$ cat src/design/rc4_pkg.sv
// Shared constants, types and sequencer states for the RC4 engine.
package rc4_pkg;

  localparam int BYTE_W        = 8;
  localparam int MEM_DEPTH     = 256;
  localparam int ADDR_W        = $clog2(MEM_DEPTH);
  localparam int MAX_KEY_BYTES = 256;
  localparam int KEY_LEN_W     = 9;

  localparam logic [KEY_LEN_W-1:0] KEY_LEN_RESET = KEY_LEN_W'(16);

  localparam logic [1:0] MODE_KEY_WRITE = 2'd0;
  localparam logic [1:0] MODE_SCHEDULE  = 2'd1;
  localparam logic [1:0] MODE_CRYPT     = 2'd2;

  typedef enum logic [3:0] {
    ST_IDLE,
    ST_INIT,
    ST_KS_READ,
    ST_KS_ADD,
    ST_KS_WR_I,
    ST_KS_WR_J,
    ST_PG_ADD,
    ST_PG_WR_X,
    ST_PG_WR_Y,
    ST_PG_READ_K,
    ST_PG_OUT
  } state_e;

  typedef struct packed {
    logic              valid;
    logic [BYTE_W-1:0] data;
  } result_t;

endpackage

$ cat src/design/rc4_stream_cipher_top.sv
// RC4 engine top level: key length register, core and output register.
// Key byte write: stored when accepted. Data byte: PG_ADD, PG_WR_X, PG_WR_Y, PG_READ_K, PG_OUT
// to the result register, taking no new byte meanwhile: permutation memory accesses are serial.
// Key schedule: a fill pass, then KS_READ, KS_ADD, KS_WR_I and KS_WR_J for each swap step.
// Reset clears the sequencer, stream indices, keyed flag and output valid, and
// sets key_length to 16; the permutation and key memories are not cleared.
module rc4_stream_cipher_top
  import rc4_pkg::*;
(
  input  logic                 clk_i,
  input  logic                 rst_ni,
  input  logic                 cfg_we_i,
  input  logic [KEY_LEN_W-1:0] cfg_wdata_i,
  input  logic                 in_valid_i,
  output logic                 in_ready_o,
  input  logic [1:0]           mode_i,
  input  logic [ADDR_W-1:0]    key_index_i,
  input  logic [BYTE_W-1:0]    value_i,
  output logic                 out_valid_o,
  input  logic                 out_ready_i,
  output logic [BYTE_W-1:0]    data_out_o
);

  logic [KEY_LEN_W-1:0] key_len_q;
  logic                 out_valid_q;
  logic [BYTE_W-1:0]    out_data_q;
  logic                 out_free;
  result_t              res;

  always_ff @(posedge clk_i or negedge rst_ni) begin
    if (!rst_ni) begin
      key_len_q <= KEY_LEN_RESET;
    end else if (cfg_we_i) begin
      key_len_q <= cfg_wdata_i;
    end
  end

  assign out_free = !out_valid_q || out_ready_i;

  rc4_core u_core (
    .clk_i      (clk_i),
    .rst_ni     (rst_ni),
    .key_len_i  (key_len_q),
    .in_valid_i (in_valid_i),
    .in_ready_o (in_ready_o),
    .mode_i     (mode_i),
    .key_index_i(key_index_i),
    .value_i    (value_i),
    .out_free_i (out_free),
    .res_o      (res)
  );

  always_ff @(posedge clk_i or negedge rst_ni) begin
    if (!rst_ni) begin
      out_valid_q <= 1'b0;
    end else if (out_free) begin
      out_valid_q <= res.valid;
    end
  end

  // Load a new result only when the register is empty or being drained.
  always_ff @(posedge clk_i) begin
    if (out_free && res.valid) begin
      out_data_q <= res.data;
    end
  end

  assign out_valid_o = out_valid_q;
  assign data_out_o  = out_data_q;

endmodule

$ cat src/design/rc4_ram.sv
// Single write port, single registered read port byte memory.
module rc4_ram
  import rc4_pkg::*;
(
  input  logic              clk_i,
  input  logic              we_i,
  input  logic [ADDR_W-1:0] waddr_i,
  input  logic [BYTE_W-1:0] wdata_i,
  input  logic [ADDR_W-1:0] raddr_i,
  output logic [BYTE_W-1:0] rdata_o
);

  logic [BYTE_W-1:0] mem_q [MEM_DEPTH];
  logic [BYTE_W-1:0] rdata_q;

  always_ff @(posedge clk_i) begin
    if (we_i) begin
      mem_q[waddr_i] <= wdata_i;
    end
  end

  always_ff @(posedge clk_i) begin
    rdata_q <= mem_q[raddr_i];
  end

  assign rdata_o = rdata_q;

endmodule

$ cat src/design/rc4_core.sv
// Sequencer for key writes, key schedule and keystream steps around one shared byte adder.
module rc4_core
  import rc4_pkg::*;
(
  input  logic                 clk_i,
  input  logic                 rst_ni,
  input  logic [KEY_LEN_W-1:0] key_len_i,
  input  logic                 in_valid_i,
  output logic                 in_ready_o,
  input  logic [1:0]           mode_i,
  input  logic [ADDR_W-1:0]    key_index_i,
  input  logic [BYTE_W-1:0]    value_i,
  input  logic                 out_free_i,
  output result_t              res_o
);

  state_e state_q, state_d;

  logic [ADDR_W-1:0]    i_q, i_d;
  logic [ADDR_W-1:0]    j_q, j_d;
  logic [KEY_LEN_W-1:0] k_q, k_d;
  logic [ADDR_W-1:0]    x_q, x_d;
  logic [ADDR_W-1:0]    y_q, y_d;
  logic                 keyed_q, keyed_d;
  logic [BYTE_W-1:0]    t_q, t_d;
  logic [BYTE_W-1:0]    b_q, b_d;
  logic [BYTE_W-1:0]    val_q, val_d;

  logic                 perm_we;
  logic [ADDR_W-1:0]    perm_waddr;
  logic [BYTE_W-1:0]    perm_wdata;
  logic [ADDR_W-1:0]    perm_raddr;
  logic [BYTE_W-1:0]    perm_rdata;

  logic                 key_we;
  logic [BYTE_W-1:0]    key_rdata;

  logic [BYTE_W-1:0]    add_a, add_b, add_c, add_sum;
  logic [KEY_LEN_W-1:0] eff_len;
  logic [KEY_LEN_W-1:0] k_inc;
  logic                 accept;

  rc4_ram u_perm_ram (
    .clk_i  (clk_i),
    .we_i   (perm_we),
    .waddr_i(perm_waddr),
    .wdata_i(perm_wdata),
    .raddr_i(perm_raddr),
    .rdata_o(perm_rdata)
  );

  rc4_ram u_key_ram (
    .clk_i  (clk_i),
    .we_i   (key_we),
    .waddr_i(key_index_i),
    .wdata_i(value_i),
    .raddr_i(k_q[ADDR_W-1:0]),
    .rdata_o(key_rdata)
  );

  // Clamp the key length to the usable range.
  always_comb begin
    if (key_len_i == '0) begin
      eff_len = KEY_LEN_W'(1);
    end else if (key_len_i > KEY_LEN_W'(MAX_KEY_BYTES)) begin
      eff_len = KEY_LEN_W'(MAX_KEY_BYTES);
    end else begin
      eff_len = key_len_i;
    end
  end

  assign k_inc   = k_q + KEY_LEN_W'(1);
  assign add_sum = add_a + add_b + add_c;

  assign in_ready_o = (state_q == ST_IDLE);
  assign accept     = in_valid_i && in_ready_o;
  assign key_we     = accept && (mode_i == MODE_KEY_WRITE);

  always_ff @(posedge clk_i or negedge rst_ni) begin
    if (!rst_ni) begin
      state_q <= ST_IDLE;
      i_q     <= '0;
      j_q     <= '0;
      k_q     <= '0;
      x_q     <= '0;
      y_q     <= '0;
      keyed_q <= 1'b0;
    end else begin
      state_q <= state_d;
      i_q     <= i_d;
      j_q     <= j_d;
      k_q     <= k_d;
      x_q     <= x_d;
      y_q     <= y_d;
      keyed_q <= keyed_d;
    end
  end

  always_ff @(posedge clk_i) begin
    t_q   <= t_d;
    b_q   <= b_d;
    val_q <= val_d;
  end

  always_comb begin
    state_d    = state_q;
    i_d        = i_q;
    j_d        = j_q;
    k_d        = k_q;
    x_d        = x_q;
    y_d        = y_q;
    keyed_d    = keyed_q;
    t_d        = t_q;
    b_d        = b_q;
    val_d      = val_q;
    perm_we    = 1'b0;
    perm_waddr = i_q;
    perm_wdata = i_q;
    perm_raddr = i_q;
    add_a      = '0;
    add_b      = '0;
    add_c      = '0;
    res_o      = '{valid: 1'b0, data: '0};

    case (state_q)
      ST_IDLE: begin
        // Advance x and fetch S[x] as the crypt request is taken.
        add_a      = x_q;
        add_c      = BYTE_W'(1);
        perm_raddr = add_sum;
        if (accept) begin
          if (mode_i == MODE_SCHEDULE) begin
            i_d     = '0;
            state_d = ST_INIT;
          end else if (mode_i == MODE_CRYPT && keyed_q) begin
            x_d     = add_sum;
            val_d   = value_i;
            state_d = ST_PG_ADD;
          end
        end
      end

      ST_INIT: begin
        perm_we = 1'b1;
        i_d     = i_q + ADDR_W'(1);
        if (i_q == ADDR_W'(MEM_DEPTH - 1)) begin
          j_d     = '0;
          k_d     = '0;
          state_d = ST_KS_READ;
        end
      end

      ST_KS_READ: begin
        state_d = ST_KS_ADD;
      end

      ST_KS_ADD: begin
        add_a      = j_q;
        add_b      = perm_rdata;
        add_c      = key_rdata;
        t_d        = perm_rdata;
        j_d        = add_sum;
        perm_raddr = add_sum;
        state_d    = ST_KS_WR_I;
      end

      ST_KS_WR_I: begin
        perm_we    = 1'b1;
        perm_wdata = perm_rdata;
        state_d    = ST_KS_WR_J;
      end

      ST_KS_WR_J: begin
        perm_we    = 1'b1;
        perm_waddr = j_q;
        perm_wdata = t_q;
        k_d        = (k_inc >= eff_len) ? '0 : k_inc;
        i_d        = i_q + ADDR_W'(1);
        if (i_q == ADDR_W'(MEM_DEPTH - 1)) begin
          x_d     = '0;
          y_d     = '0;
          keyed_d = 1'b1;
          state_d = ST_IDLE;
        end else begin
          state_d = ST_KS_READ;
        end
      end

      ST_PG_ADD: begin
        add_a      = y_q;
        add_b      = perm_rdata;
        t_d        = perm_rdata;
        y_d        = add_sum;
        perm_raddr = add_sum;
        state_d    = ST_PG_WR_X;
      end

      ST_PG_WR_X: begin
        perm_we    = 1'b1;
        perm_waddr = x_q;
        perm_wdata = perm_rdata;
        b_d        = perm_rdata;
        state_d    = ST_PG_WR_Y;
      end

      ST_PG_WR_Y: begin
        perm_we    = 1'b1;
        perm_waddr = y_q;
        perm_wdata = t_q;
        state_d    = ST_PG_READ_K;
      end

      ST_PG_READ_K: begin
        add_a      = t_q;
        add_b      = b_q;
        perm_raddr = add_sum;
        state_d    = ST_PG_OUT;
      end

      ST_PG_OUT: begin
        // Hold the keystream address so the read data stays put while stalled.
        add_a      = t_q;
        add_b      = b_q;
        perm_raddr = add_sum;
        res_o      = '{valid: 1'b1, data: val_q ^ perm_rdata};
        if (out_free_i) begin
          state_d = ST_IDLE;
        end
      end

      default: begin
        state_d = ST_IDLE;
      end
    endcase
  end

endmodule
$ cat config.mk
export PLATFORM = sky130hd
export DESIGN_NAME = rc4_stream_cipher_top
export DESIGN_NICKNAME = d
export VERILOG_FILES = /design/src/design/rc4_pkg.sv /design/src/design/rc4_stream_cipher_top.sv /design/src/design/rc4_ram.sv /design/src/design/rc4_core.sv
export SDC_FILE = /design/constraint.sdc
export NUM_CORES = 2
export LEC_CHECK = 0
export BUFFER_PORTS_ARGS = -buffer_cell sky130_fd_sc_hd__buf_2
export CORE_ASPECT_RATIO = 0.75
export CORE_MARGIN = 2
export CORE_UTILIZATION = 57
export DETAILED_ROUTE_END_ITERATION = 8
export GPL_TIMING_DRIVEN = 0
export HOLD_SLACK_MARGIN = 0.15
export PLACE_DENSITY_LB_ADDON = 0.05
export SYNTH_ARGS = -nofsm -noshare
export SYNTH_HDL_FRONTEND = slang
export SYNTH_SLANG_ARGS = --single-unit
$ cat constraint.sdc
create_clock -name clk_i -period 5.25 [get_ports clk_i]
set_input_delay 0.7875 -clock clk_i [delete_from_list [all_inputs] [get_ports clk_i]]
set_output_delay 0.7875 -clock clk_i [all_outputs]
set_load 0.05 [all_outputs]
== After elaboration in Yosys (flattened, before gate mapping) ==
Memory sizes are Yosys's and may differ from the RTL's. A register that Yosys moved wholly into a read port is not among the register bits.
Cells that the tools add are included.

* $add $sub $neg: 4
* Order comparisons: 2
* Equality and inequality tests: 21
* Multiplexer cells: 34
* Bitwise logic cells: 2
* Reduce and logical (&&, ||, !) cells: 29

{| class="wikitable"
|+ Operators by type and width
! cell !! count
|-
| 8-bit case mux with 2 select lines || 7
|-
| 8-bit two-way mux || 7
|-
| 9-bit two-way mux || 5
|-
| 4-bit case mux with 11 select lines || 1
|-
| 8-bit case mux with 4 select lines || 1
|-
| 8-bit case mux with 3 select lines || 1
|-
| 4-bit two-way mux || 5
|-
| 9-bit case mux with 2 select lines || 1
|-
| 8-bit adder || 2
|-
| 4-bit by 3-bit == test with 1-bit output (second input constant) || 4
|-
| 4-bit == test (second input constant) || 3
|-
| 2-bit inequality test (second input constant) || 5
|-
| 2-bit nonzero test || 5
|-
| 2-bit OR reduction || 5
|-
| 5-bit OR reduction || 2
|-
| 9-bit by 1-bit adder with 9-bit output (second input constant) || 1
|-
| 9-bit >= comparator || 1
|-
| 9-bit > comparator (second input constant) || 1
|-
| 9-bit logical NOT || 1
|-
| 8-bit by 1-bit adder with 8-bit output (second input constant) || 1
|-
| 4-bit by 2-bit == test with 1-bit output (second input constant) || 2
|-
| 8-bit == test (second input constant) || 1
|-
| 2-bit AND reduction || 4
|-
| 4-bit AND reduction || 2
|-
| 16 further kinds || 24
|}

* Bits in registers: 88
* Memory bits (writable): 4096
* Output and inout bits: 10
* Memories kept: 2

{| class="wikitable"
|+ Memory list
! name !! words !! width !! read ports !! clocked after memory_dff !! write ports !! line !! RTL
|-
| u_core.u_key_ram.mem_q || 256 || 8 || 1 || 1 || 1 || rc4_ram.sv:13 || <nowiki>logic [BYTE_W-1:0] mem_q [MEM_DEPTH];</nowiki>
|-
| u_core.u_perm_ram.mem_q || 256 || 8 || 1 || 1 || 1 || rc4_ram.sv:13 ||
|}

== Longest topological paths before layout ==
* Word-level depth: 9
* Depth in mapped cells: 24

== Hierarchy ==
Synthesis repeated with hierarchy kept, for this count alone.

* Cells, all modules: 7955
* Area, all modules: 164230.0 µm²

{| class="wikitable"
|+ By module, submodules not included
! module !! instances !! cells each !! area an instance (µm²) !! seq. area each (µm²)
|-
| rc4_ram || 2 || 3733 || 79556.3 || 61659.1
|-
| rc4_core || 1 || 458 || 4460.5 || 1871.8
|-
| rc4_stream_cipher_top || 1 || 31 || 656.9 || 491.7
|}

== Least setup slack after synthesis ==
OpenSTA, ideal clock, no wires.

* Path kind: register to register
* From: reg u_core.state_q[2]
* To: mem u_core.u_perm_ram.mem_q[0][6] (data pin)
* Library setup time: 0.865 ns
* Data arrival time: 4.713 ns
* Path slack: -0.328 ns
* Stages on the path, launching flop included: 6
* Path buffers: 2
* Clock period less this slack: 5.578 ns
* Cell sequence: dfrtp_1 -> buf_2 -> or3b_2 -> a21oi_1 -> clkbuf_1 -> a221o_1

* Cells in the longest elaborated chain, start to end: 3
* Elaborated cells on any way between the ends: 7
* Classes of those cells: 4 x eq/ne; 1 x mux; 2 x reduce/logical

{| class="wikitable"
|+ RTL lines
! what !! line !! RTL
|-
| from (decl) || rc4_core.sv:17 || <nowiki>state_e state_q, state_d;</nowiki>
|-
| from (signal assigned) || rc4_core.sv:89 || <nowiki>state_q <= state_d;</nowiki>
|-
| 4-bit == test / 4-bit by 3-bit == test with 1-bit output (equally long branches) || rc4_core.sv:125 || <nowiki>case (state_q)</nowiki>
|-
| 2-bit OR reduction (no source line) || n/a ||
|-
| 8-bit case mux with 2 select lines (*) || rc4_core.sv:125 ||
|-
| via u_core.perm_wdata[6] || rc4_core.sv:31 || <nowiki>logic [BYTE_W-1:0] perm_wdata;</nowiki>
|-
| to (decl) || rc4_ram.sv:13 ||
|}

Mark *: on every way through the listed nets, which the timed path passes. The rest lies on a longest branch.

== Worst setup path after layout ==
* From: reg u_core.state_q[1]
* To: reg u_core.u_perm_ram.rdata_q[3] (netlist: u_core.u_perm_ram.rdata_o[3]), read port of u_core.u_perm_ram.mem_q

* Cells in the longest elaborated chain, start to end: 6
* Elaborated cells on any way between the ends: 14
* Classes of those cells: 2 x add/sub; 4 x eq/ne; 4 x mux; 4 x reduce/logical

{| class="wikitable"
|+ RTL lines
! what !! line !! RTL
|-
| 4-bit == test (tied with other cells) || rc4_core.sv:125 ||
|-
| 2-bit OR reduction (no source line) || n/a ||
|-
| 8-bit case mux with 4 select lines / 8-bit case mux with 2 select lines (equally long branches) || rc4_core.sv:125 ||
|-
| 8-bit adder (2 in a row) || rc4_core.sv:73 || <nowiki>assign add_sum = add_a + add_b + add_c;</nowiki>
|-
| 8-bit two-way mux (*) || rc4_core.sv:125 ||
|-
| to (decl) || rc4_ram.sv:14 || <nowiki>logic [BYTE_W-1:0] rdata_q;</nowiki>
|}

Every way passes the cells marked *; elsewhere a longest branch is shown, timed or not.
A chain may end at the register's enable or synchronous reset.

==> qor.txt <==
Most used DFF post-synth: edfxtp_1
Nets: 8,350
Netlist cell types: 67
R2R depth: 23
Flops & latches, synth: 4,200
Final Cycle Share: 1.18
WP data required: 6.10 ns
Initial antenna violation count: 29
Max-cap violations: 0
Starting DRT DRC Count: 14,700
Most common cell in the netlist: edfxtp_1
Remaining DRCs: 0
Syn_nets: 7,838
Largest net degree at the start of global routing: 152
Post-DP Area: 0.170 sq mm
Core area: 0.286 sq mm
Maximum clock frequency: 162 MHz
Gr usage total: 0.330
Initial Util: 0.573
Skew-Pair Late Insertion Delay: 0.93 ns
Detail Route Antenna Nets: 0
RSZ-0062 raised after global routing: yes
Vias in the first global route: 82,100
Row count: 170
Filler Cell Count: 18,800
Clk sinks: 4,200
Adder-cell share of the synthesized area: 0.00227
Asr flop ratio synth: 0.0133
Multiplexer share of the synthesized area: 0.165
Layout cells sized above 1: 0.280
Clk slew on worst S/H paths: 0.06 ns
Clock root buffer: clkbuf_16
Final core occ: 0.650
Die Span Y: 469 um
Number of detailed-route iterations in the first pass: 7
Die width: 624 um
Cell area after layout: 0.186 sq mm
Post-Syn Instances: 7,781
Min-Delay Path Class: in2reg
Gp weighted congestion: 0.962
IO Count: 42
DR vias: 86,300
Worst Hold Slack: 0.263 ns
Compound-Gate Fraction of Synth Area: 0.0279
Synth area leader: edfxtp_1
Crit path DAT: 7.02 ns
CTS H-tree lvls: 5
Hold Crit Depth: 1
CP max-delay cell: fa_2
Failing checks: negative setup slack
Most common cell on crit path: clkbuf_16
Crit Path Max Fanout: 8
CP Capture Type: register
Slew @ Worst Pin: 1.43 ns
Max stage delay on crit path: 0.64 ns
Via density: 6.95
First-pass GRT wire length: 658 mm
DP Worst Slack: -3.48 ns
Largest family of logic cells by synthesized area: multiplexers
Die ar.: 0.292 sq mm
Max Clock Skew: 0.0561 ns
Grt ovf: 0
Top cell family by delay on the critical path: compound AO/OA/AOI/OAI gates
Cell Area, Synth: 0.164 sq mm
Post-synthesis simple-gate area fraction: 0.0251
CTS Buf Count: 393
Critical path type: reg2reg
Post-synth top cells: edfxtp_1, mux4_2, nor2_1
TritonCTS clock tree: built
PnR worst setup slack: -0.927 ns
Area contributors post-synth: edfxtp_1, mux4_2, mux2i_1
Syn. warnings: 0
Drt wl/cell: 39.0 um
Min cycle time layout: 6.18 ns
Seq/Total Area, Yosys: 0.766
Worst path bufs/invs: 9
CP startpoint kind: register
Final hold viol count: 0
Routed wire length: 484 mm
Status: finished with violations
Synth Area per Inst: 21.1 sq um
Clock tree buffer depth: 4
Layout area overhead: 13.4%
Final Max Tran Viols: 0
Yosys top cell area share: 0.755
Worst rel slew slack: 0.0452
Levels on crit path: 23
Post-Synth XOR/XNOR Area: 0.00126
DPL Wire Length: 322 mm
Number of synthesized flops with an enable pin: 4,128
Critical-path cell list: buf_6 -> and4bb_2 -> buf_8 -> clkbuf_16 -> a222oi_1 -> nand2_1 -> fa_1 -> ha_2 -> inv_2 -> fa_2 -> inv_4 -> mux2i_4 -> buf_8 -> nand2_8 -> buf_12 -> clkbuf_16 -> clkbuf_16 -> o221ai_4 -> a21oi_2 -> nor3_2 -> a21oi_2 -> a22oi_2 -> and3_4
I/O Buffers: 40
Final setup viols: 96
## cell usage in the layout (no fill, tap or decap), drive strengths merged, types with 26 or more instances in the layout
cell / Yosys / final
edfxtp: 4128 / 4128
mux4: 1016 / 1016
clkbuf: 287 / 766
nor2: 590 / 590
mux2i: 390 / 390
buf: 177 / 285
nand2: 190 / 190
clkinv: 2 / 168
o221ai: 162 / 162
a21oi: 140 / 140
o22ai: 88 / 88
nor3: 57 / 57
dfrtp: 55 / 55
o21ai: 36 / 36
nand3: 36 / 36
a21o: 34 / 34
a22o: 34 / 34
or3: 31 / 31
inv: 20 / 31
mux2: 26 / 26
## per-layer routing
metal,track usage,vias up,share of wire
met5,0,-,0.00042
met4,0.0838,6,0.027
met3,0.131,736,0.16
met2,0.437,5924,0.41
met1,0.514,46000,0.41
li1,-,33600,-
## stage by stage
stage | TNS [ns] | std cells
after floorplan | 0 | 7781
after global placement | -3530.11 | 11600
after detailed placement | -484.63 | 11600
after CTS | -4.02 | 12400
after global routing | -7.83 | 12400
final | -11.40 | 12400
## path summary, 6_finish.rpt
check / slack [ns] / start / endpoint
max: -0.93 / u_core.state_q[1] / u_core.u_perm_ram.rdata_o[3]
min reg2reg: 0.47 / u_core.keyed_q / u_core.keyed_q
min in group asynchronous: 0.42 / rst_ni / key_len_q[3]
min: 0.26 / value_i[5] / u_core.u_key_ram.mem_q[141][5]
max reg2reg: -0.93 / u_core.state_q[1] / u_core.u_perm_ram.rdata_o[3]
max in group asynchronous: 4.18 / rst_ni / u_core.y_q[3]
## cell families after synthesis
kind of cell / Yosys count
compound gates: 633
xor+xnor: 22
fa+ha+maj: 25
buf+inv: 486
flops: 4200
mux: 1432
simple gates: 983
## registers in the layout, indices dropped and copies added, names as in the netlist, 4 cells and up
| signal | cells |
|---|---|
| u_core.u_perm_ram.mem_q | 2048 |
| u_core.state_q | 4 |
| u_core.j_q | 8 |
| u_core.x_q | 8 |
| u_core.k_q | 9 |
| u_core.b_q | 8 |
| u_core.val_q | 8 |
| u_core.u_key_ram.mem_q | 2048 |
| u_core.t_q | 8 |
| u_core.y_q | 8 |
| u_core.u_key_ram.rdata_o | 8 |
| u_core.i_q | 8 |
| data_out_o | 8 |
| u_core.u_perm_ram.rdata_o | 8 |
| key_len_q | 9 |
## cell type report
class,instances,area (sq um),area share
timing repair buffer,125,1700,0.00913
multi-input combinational,3095,38500,0.207
clock buffer,491,10500,0.0565
tap,3784,4730,0.0254
antenna,13,32.5,0.000175
clock inverter,227,1800,0.00968
sequential,4200,126000,0.676
inverter,22,85.1,0.000457
buffer,456,2980,0.0160
## repair_timing
| action | in CTS | in global routing |
|---|---|---|
| buffers inserted | 24 | 4 |
| cloned | 1 | 0 |
| hold buffers | 10 | 0 |
| pin swaps | 51 | 30 |
| gates resized for setup | 616 | 224 |
| endpoints found under the hold margin | 27 | 0 |
| endpoints found under the setup margin | 1694 | 1580 |
Power is not shown: default switching activity piles up to over one toggle a cycle in this logic, so the estimate is an artifact.
